### src/hw/rtl/aftkf_pkg.sv
package aftkf_pkg;

   localparam int unsigned CFG_INDEX_BITS = 3;
   localparam int unsigned CFG_DATA_BITS = 32;

   typedef enum logic [CFG_INDEX_BITS-1:0] {
      CSR_TARGET_STI = 3'd0,
      CSR_TARGET_LTI = 3'd1,
      CSR_BUFFER_STI = 3'd2,
      CSR_BUFFER_LTI = 3'd3,
      CSR_WAGE_STI   = 3'd4,
      CSR_WAGE_LTI   = 3'd5,
      CSR_FOCUS_SIZE = 3'd6
   } csr_index_type;

   localparam logic REQ_SET = 1'b0;
   localparam logic REQ_STIMULATE = 1'b1;

   // Wage divider: quotient width covers base*(2*buffer) / buffer < 2^15.
   localparam int unsigned DIV_NUM_BITS = 46;
   localparam int unsigned DIV_DEN_BITS = 31;
   localparam int unsigned DIV_STEP_BITS = 6;

   typedef struct packed {
      logic start;
      logic [DIV_NUM_BITS-1:0] numerator;
      logic [DIV_DEN_BITS-1:0] denominator;
   } div_req_type;

   typedef struct packed {
      logic done;
      logic [DIV_NUM_BITS-1:0] quotient;
   } div_rsp_type;

endpackage

### src/hw/rtl/aftkf_divider.sv
// Restoring divider, one quotient bit per cycle.
module aftkf_divider (
   input  logic clock,
   input  logic reset,
   input  aftkf_pkg::div_req_type div_req,
   output aftkf_pkg::div_rsp_type div_rsp
);
   localparam int unsigned NB = aftkf_pkg::DIV_NUM_BITS;
   localparam int unsigned DB = aftkf_pkg::DIV_DEN_BITS;
   localparam int unsigned SB = aftkf_pkg::DIV_STEP_BITS;

   logic busy_ff, busy_in;
   logic done_ff, done_in;
   logic [SB-1:0] step_ff, step_in;
   logic [NB-1:0] quo_ff, quo_in;
   logic [DB:0] rem_ff, rem_in;
   logic [DB-1:0] den_ff, den_in;
   logic [DB+1:0] trial;
   logic [DB:0] shifted;

   always_comb begin
      busy_in = busy_ff;
      done_in = 1'b0;
      step_in = step_ff;
      quo_in = quo_ff;
      rem_in = rem_ff;
      den_in = den_ff;
      shifted = {rem_ff[DB-1:0], quo_ff[NB-1]};
      trial = {1'b0, shifted} - {2'b00, den_ff};
      if (div_req.start) begin
         busy_in = 1'b1;
         step_in = SB'(NB - 1);
         quo_in = div_req.numerator;
         rem_in = '0;
         den_in = div_req.denominator;
      end else if (busy_ff) begin
         if (!trial[DB+1]) begin
            rem_in = trial[DB:0];
            quo_in = {quo_ff[NB-2:0], 1'b1};
         end else begin
            rem_in = shifted;
            quo_in = {quo_ff[NB-2:0], 1'b0};
         end
         step_in = step_ff - 1'b1;
         if (step_ff == '0) begin
            busy_in = 1'b0;
            done_in = 1'b1;
         end
      end
   end

   always_ff @(posedge clock) begin
      if (reset) begin
         busy_ff <= 1'b0;
         done_ff <= 1'b0;
      end else begin
         busy_ff <= busy_in;
         done_ff <= done_in;
      end
      step_ff <= step_in;
      quo_ff <= quo_in;
      rem_ff <= rem_in;
      den_ff <= den_in;
   end

   assign div_rsp.done = done_ff;
   assign div_rsp.quotient = quo_ff;
endmodule

### config.mk
export PLATFORM = sky130hd
export DESIGN_NAME = aftkf_divider
export DESIGN_NICKNAME = d
export VERILOG_FILES = /design/src/hw/rtl/aftkf_pkg.sv /design/src/hw/rtl/aftkf_divider.sv
export SDC_FILE = /design/constraint.sdc
export NUM_CORES = 1
export LEC_CHECK = 0
export ABC_AREA = 1
export ABC_CLOCK_PERIOD_IN_PS = 8000
export BUFFER_PORTS_ARGS = -buffer_cell sky130_fd_sc_hd__clkbuf_2
export CORE_MARGIN = 4
export CORE_UTILIZATION = 35
export CTS_BUF_LIST = sky130_fd_sc_hd__clkbuf_16
export DETAILED_ROUTE_END_ITERATION = 6
export REMOVE_ABC_BUFFERS = 1
export SLEW_MARGIN = 10
export SYNTH_ARGS = -nofsm -noshare
export SYNTH_HDL_FRONTEND = slang
export SYNTH_SLANG_ARGS = --single-unit
### constraint.sdc
create_clock -name clock -period 8 [get_ports clock]
set_input_delay 1.6 -clock clock [delete_from_list [all_inputs] [get_ports clock]]
set_output_delay 1.6 -clock clock [all_outputs]
set_load 0.01 [all_outputs]
After elaboration in Yosys (flattened, before gate mapping) --
Index checks and enable logic that the tools add are counted.
Storage, ports and cells: register bits after elaboration 116, input port bits 80, output and inout port bits 47
Operators by class: multiplexer cells 8, reduce and logical (&&, ||, !) cells 3, bitwise operators 1, add/subtract/negate cells 2
Operators by type and width (number):
- 46-bit two-way mux | 2
- 32-bit by 31-bit subtractor with 33-bit output | 1
- 31-bit two-way mux | 1
- 6-bit logical NOT | 1
- 6-bit by 1-bit subtractor with 6-bit output, second input constant | 1
- 1-bit two-way mux | 5
- 3-bit OR reduction | 1
- 2-bit nonzero test | 1
- 1-bit inverter | 1

Longest topological paths before layout --
Gate-level depths: netlist (run 1).
word-level depth 4, gate-level depth with buffers 17, mapped depth without buffers 16

Worst setup path after synthesis (run 1) --
OpenSTA, ideal clock, no wires.
kind in2reg, start in div_req[77] in the netlist's numbering, end reg quo_ff[0], enable pin, path buffers 2, library setup time 428 ps, stages on the path 4, data arrival time 3586 ps, required time 7572 ps, setup slack 3985 ps, path through clkbuf_1 -> nor2_1 -> inv_1 -> clkbuf_1
On the way: word-level cells in the longest chain between the ends 1
RTL lines:
- from (decl) | line aftkf_divider.sv:5 | input aftkf_pkg::div_req_type div_req,
- 2-bit nonzero test (no source line)
- to (signal assigned) | line aftkf_divider.sv:61 | quo_ff <= quo_in;
- to (decl) | line aftkf_divider.sv:15 | logic [NB-1:0] quo_ff, quo_in;
Every way passes these cells. A chain may end at the register's enable or synchronous reset.

Final worst setup path (run 1) --
start reg den_ff[18], end reg rem_ff[22]
On the way: word-level cells in the longest chain between the ends 2
RTL lines:
- from (decl) | line aftkf_divider.sv:17 | logic [DB-1:0] den_ff, den_in;
- from (signal assigned) | line aftkf_divider.sv:63 | den_ff <= den_in;
- 32-bit by 31-bit subtractor with 33-bit output | line aftkf_divider.sv:29 | trial = {1'b0, shifted} - {2'b00, den_ff};
- 31-bit two-way mux | line aftkf_divider.sv:37 | if (!trial[DB+1]) begin
- to (signal assigned) | line aftkf_divider.sv:62 | rem_ff <= rem_in;
- to (decl) | line aftkf_divider.sv:16 | logic [DB:0] rem_ff, rem_in;
Every way passes these cells.

==> metrics.md, run 1 <==
| Metric | Value |
|---|---|
| Status | finished clean |
| Hold WS | 0.467 ns |
| Crit path max fanout | 33 |
| Post-CTS setup buffer count | 0 |
| Die area | 23,300 sq um |
| Area Overhead vs Synth | 20.2% |
| Pre-antenna DRT Iters | 5 |
| CP required | 8.36 ns |
| Die width | around 150 um |
| Root buffer cell | clkbuf_16 |
| Crit start category | flip-flop |
| Setup TNS | 0 ns |
| Sequential area share after synthesis | 42.3% |
| Total CTS buffers | 17 |
| Hold Path Class | reg -> reg |
| Ant diodes | 0 |
| Wirelength, routed | 18,800 um |
| Pin count of the biggest net entering global routing | 71 |
| Resize count post-CTS | 0 |
| Via density | 4.48 |
| Total track usage | about 16% |
| Post-Place Cells | roughly 1,400 |
| Crit path DAT | roughly 3.4 ns |
| Synthesized area | approximately 7300 sq um |
| Pins over their slew limit | 0 |
| Initial antenna violation count | 0 |
| RSZ-0062 raised after global routing | false |
| Yosys cell types | 33 |
| Core Util, Final | roughly 43% |
| I/O Buffers | roughly 130 |
| Fraction of the mapped netlist area in simple logic gates | between 30% and 40% |
| Compound-Gate Fraction of Synth Area | roughly 2.8% |
| Achievable clock frequency | between 0.3 and 0.4 GHz |
| Clock sink count | 116 |
| Setup Viol. Count Final | 0 |
| Chip height | ~150 um |
| Synth Instances | 1,045 |
| Routability cong. | 0.915 |
| Leak Pwr | 0.00479 uW |
| Site row count | 52 |
| Clock skew | around 0.011 ns |
| CORE AREA | 20,400 sq um |
| Post-Synth Adder-Cell Area | under 10% |
| Clk buf depth | 2 |
| Slew margin rel. | between 30% and 40% |
| H-Tree Depth | 4 |
| Final instance count without filler cells | about 1,500 |
| GRT overflow | 0 |
| Ports | approximately 130 |
| Avg Cell Area, Syn | between 6 and 7 sq um |
| CP Capture Type | flip-flop |
| PD cells | between 150 and 200 nW/um^2 |
| Hold Path Depth | 2 |
| Post-Synth XOR/XNOR Area | between 1 and 1.5% |
| Clock transition at path regs | approximately 0.06 ns |
| Layout cells sized above 1 | 15.3% |
| Final-layout fill cell count | around 2,100 |
| TritonCTS clock tree | done |
| Via count | about 6,500 |
| Avg WL per Cell | around 13 um |
| Crit Path Class | reg -> reg |
| Worst IR Drop VDD | about 0.13 mV |
| Worst-Skew Late Latency | approximately 0.42 ns |
| Number of synthesized register bits | roughly 120 |
| Nets | approximately 1,300 |
| CTS hold repair buffers | 0 |
| First-pass GRT wire length | about 31,000 um |
| R2R depth | 13 |
| # Max-Cap Violations | 0 |
| Crit path time final | roughly 3 ns |
| Worst slew pin tran | around 1.0 ns |
| Largest family of logic cells by synthesized area | simple AND/OR/NAND/NOR gates |
| Residual DRC | 0 |
| Multiplexer area fraction after synthesis | 0% |
| Fin crit share | 37.4% |
| Hpwl dp | between 10,000 and 15,000 um |
| Vias in the first global route | ~6,600 |
| Yosys Warn Count | 0 |
| Initial DRC count | 442 |
| Initial Utilization | between 30% and 40% |
| Final hold violation count | 0 |
| Final ANT Viol Nets | 0 |
-- metrics by stage --
step	setup slack (ns)	power, uW	area (sq um)
2_1_floorplan	4.46	820	7170
3_3_place_gp	4.44	904	8170
3_5_place_dp	4.33	905	8170
4_1_cts	4.77	1720	8790
5_1_grt	4.62	1770	8790
6_report	5.01	1700	8790
-- cell usage in the layout, fill, tap and decap left out, drive strengths merged --
cell / count
a21o: 1
a21oi: 17
a31oi: 1
and2: 2
buf: 4
bufinv: 3
clkbuf: 142
clkinv: 3
clkinvlp: 2
dfxtp: 39
edfxtp: 77
fa: 1
ha: 33
inv: 206
nand2: 448
nand3: 83
nand3b: 20
nand4: 4
nor2: 52
nor3: 10
o21ai: 18
o22ai: 1
or2: 1
xnor2: 9
xor2: 3
-- final cells by class --
type	count	area [sq um]	area share (%)
inverters	199	747	8.50
well taps	270	338	3.84
flip-flops and latches	116	3090	35.2
repair buffers	129	656	7.46
clock buffers	17	425	4.84
multi-input cells	704	3340	38.0
clock inverters	15	194	2.21
-- kinds of logic after synthesis --
kind of cell,count (synthesis)
compound gates,38
xor+xnor,12
fa+ha+maj,34
buf+inv,225
flops,116
simple gates,620
-- critical path, cell delays in order, from the launching register on --
cell and delay, ns:
edfxtp_1 0.31, inv_1 0.04, ha_1 0.33, nand2_1 0.18, inv_1 0.05, nand2_1 0.06, nand2_1 0.07, nand2_1 0.07
nand2_1 0.09, a21oi_4 0.82, nand2_4 0.44, nand3_1 0.30, nand3_1 0.09, nand2_1 0.06
-- worst paths after layout --
| check | slack [ns] | end | startpoint |
|---|---|---|---|
| max | 5.01 | rem_ff[22] | den_ff[18] |
| min | 0.47 | rem_ff[17] | rem_ff[17] |
| max reg2reg | 5.01 | rem_ff[22] | den_ff[18] |
| min reg2reg | 0.47 | rem_ff[17] | rem_ff[17] |
-- report_power, final --
part | internal, uW | switching (uW) | total, uW
Sequential | 687 | 21.1 | 708
Combinational | 67.4 | 116 | 183
Clock | 499 | 308 | 807
-- metal layers --
metal  part of all wire [%]  GRT usage (%)  wire length, um
met2                     45           26.9             8480
met3                    6.1           4.32             1150
met4                    1.2           4.58              231
met5                      0              0                0
met1                     48           21.7             8980
-- flip-flops by register name, indices dropped and copies added, names as in the netlist --
| name | count |
|---|---|
| den_ff | 31 |
| busy_ff | 1 |
| rem_ff | 31 |
| done_ff | 1 |
| step_ff | 6 |
| quo_ff | 46 |
-- synth_stat cells (all sizes together) --
| library cell | n | area, sq um |
|---|---|---|
| nand3b | 20 | 150 |
| nand3 | 83 | 415 |
| a31oi | 1 | 6.26 |
| clkbuf | 14 | 52.6 |
| xor2 | 3 | 26.3 |
| nand4 | 4 | 25.0 |
| dfxtp | 39 | 781 |
| o21ai | 18 | 90.1 |
| a21oi | 17 | 96.4 |
| inv | 199 | 747 |
| o22ai | 1 | 6.26 |
| nor3 | 10 | 60.1 |
| edfxtp | 77 | 2310 |
| and2 | 2 | 17.5 |
| or2 | 1 | 6.26 |
| ha | 33 | 413 |
| fa | 1 | 20.0 |
| buf | 12 | 87.6 |
| xnor2 | 9 | 78.8 |
| a21o | 1 | 7.51 |
| nor2 | 52 | 210 |
| nand2 | 448 | 1700 |
Power figures use the tool's default switching activity.
==> inputs of run 2 (changes only) <==
--- a/config.mk
+++ b/config.mk
@@ -6,7 +6,7 @@
 export NUM_CORES = 1
 export LEC_CHECK = 0
 export ABC_AREA = 1
-export ABC_CLOCK_PERIOD_IN_PS = 8000
+export ABC_CLOCK_PERIOD_IN_PS = 2950
 export BUFFER_PORTS_ARGS = -buffer_cell sky130_fd_sc_hd__clkbuf_2
 export CORE_MARGIN = 4
 export CORE_UTILIZATION = 35
==> constraint.sdc (replaced) <==
create_clock -name clock -period 2.95 [get_ports clock]
set_input_delay 0.59 -clock clock [delete_from_list [all_inputs] [get_ports clock]]
set_output_delay 0.59 -clock clock [all_outputs]
set_load 0.01 [all_outputs]
==> run 2 against run 1 <==
Setup slack worse by 4.6 ns. Register-to-register slack worse by 4.6 ns. Clock skew up 0.0031 ns. Fmax up 19%. Die area unchanged. Sequential share of layout area about the same. Clock-buffer cell count unchanged. Critical path type unchanged.
==> metrics.md, run 2 (synthesis gave the netlist of run 1 again) <==
| Metric | Value |
|---|---|
| Status | finished clean |
| TritonCTS clock tree | done |
| Resize count post-CTS | 0 |
| Hpwl dp | 14,100 um |
| Clock sink count | 116 |
| Worst-Skew Late Latency | roughly 0.42 ns |
| Post-Place Setup Slack | approximately 0.43 ns |
| Design area | a little under 9000 sq um |
| # Max-Cap Violations | 0 |
| Via density | roughly 4.5 |
| Ant diodes | 0 |
| Slew margin rel. | 45.1% |
| Crit Path Class | reg -> reg |
| Crit path time final | 2.53 ns |
| Fin crit share | between 80% and 90% |
| Max FFs per register | 46 |
| Final-layout fill cell count | ~2,100 |
| Initial antenna violation count | 0 |
| Final ANT Viol Nets | 0 |
| Pin count of the biggest net entering global routing | 57 |
| Total CTS buffers | 17 |
| Die width | roughly 150 um |
| Initial DRC count | 345 |
| Nets | around 1,300 |
| Via count | roughly 6,600 |
| Most common cell after layout, fill and taps aside | nand2_1 |
| Total track usage | between 15 and 20% |
| Hold Path Class | in -> reg |
| Biggest regs | quo_ff x46, den_ff x31, rem_ff x31 |
| CP required | between 3 and 4 ns |
| Clock transition at path regs | about 0.07 ns |
| First-pass GRT wire length | 30,900 um |
| Most frequent cells in the layout | 444 x nand2_1, 195 x inv_1, 125 x clkbuf_2 |
| Root buffer cell | clkbuf_16 |
| Chip height | roughly 150 um |
| Residual DRC | 0 |
| Routability cong. | 0.949 |
| Setup Viol. Count Final | 0 |
| RSZ-0062 raised after global routing | false |
| Crit path max fanout | 31 |
| Site row count | between 50 and 60 |
| CP Capture Type | flip-flop |
| Worst slew pin tran | 0.822 ns |
| Wirelength, routed | roughly 19,000 um |
| Setup TNS | 0 ns |
| Avg WL per Cell | around 13 um |
| Top reg by flops | quo_ff |
| Initial Utilization | a little over a third |
| Achievable clock frequency | approximately 0.4 GHz |
| Clk buf depth | 2 |
| Leak Pwr | 0.00480 uW |
| Vias in the first global route | 6,378 |
| Crit start category | flip-flop |
| Pins over their slew limit | 0 |
| Final instance count without filler cells | 1,454 |
| Layout cells sized above 1 | 15.5% |
| Die area | 23,300 sq um |
| Post-CTS setup buffer count | 0 |
| Worst IR Drop VDD | roughly 0.37 mV |
| Post-route setup slack | 0.423 ns |
| Crit path DAT | between 2 and 3 ns |
| Ports | between 100 and 150 |
| PD cells | approximately 500 nW/um^2 |
| I/O Buffers | 126 |
| CORE AREA | between 20,000 and 25,000 sq um |
| Final hold violation count | 0 |
| Core Util, Final | 43.1% |
| Clock skew | ~0.014 ns |
| Post-Place Cells | 1,422 |
| Area Overhead vs Synth | 20.2% |
| CTS hold repair buffers | 0 |
| Pre-antenna DRT Iters | 5 |
| H-Tree Depth | 4 |
| Placed instance area | about 8200 sq um |
| GRT overflow | 0 |
-- run 2: critical path, cell delays in order (launching register included) --
cell	delay, ns
edfxtp_1	0.34
inv_1	0.06
ha_1	0.22
fa_1	0.41
inv_1	0.11
nand2_1	0.07
nand2_1	0.06
nand3b_1	0.07
nand2_1	0.13
nand2_1	0.08
nand2_2	0.10
nand2_4	0.14
nand2_4	0.34
nand3_1	0.13
nand3_1	0.09
nand2_1	0.05
-- run 2: metrics by stage --
stage               hold WS (ns)  power, uW
detailed placement         0.458       2460
finish                     0.339       4460
global placement           0.461       2460
floorplan                  0.444       2220
CTS                        0.322       4520
global route               0.326       4670
-- run 2: routing by layer --
| layer | vias up | GRT usage, % | wire (um) |
|---|---|---|---|
| li1 | 3474 | - | - |
| met1 | 2923 | 20.9 | 8600 |
| met2 | 162 | 26.5 | 8780 |
| met3 | 16 | 4.86 | 1280 |
| met4 | 0 | 4.67 | 235 |
| met5 | - | 0 | 0 |
-- run 2: where the power goes --
| part | total [uW] | internal (uW) | switching [uW] |
|---|---|---|---|
| clock | 2040 | 1130 | 909 |
| sequential | 1920 | 1860 | 54.3 |
| combinational | 502 | 186 | 315 |
| total | 4460 | 3180 | 1280 |
-- run 2: final timing paths --
check / startpoint / endpoint / slack [ns] / cells past startpoint
max: quo_ff[45] / rem_ff[21] / 0.42 / 15
min: div_req[21] / den_ff[21] / 0.34 / 1
max reg2reg: quo_ff[45] / rem_ff[21] / 0.42 / 15
min reg2reg: rem_ff[24] / rem_ff[24] / 0.47 / 2
-- run 2: final cells by class --
| class | instances | area (sq um) | area share (%) |
|---|---|---|---|
| multi-input combinational | 704 | 3330 | 37.9 |
| timing repair buffer | 133 | 698 | 7.95 |
| tap | 270 | 338 | 3.84 |
| sequential | 116 | 3090 | 35.2 |
| clock inverter | 15 | 153 | 1.74 |
| inverter | 199 | 747 | 8.50 |
| clock buffer | 17 | 425 | 4.84 |
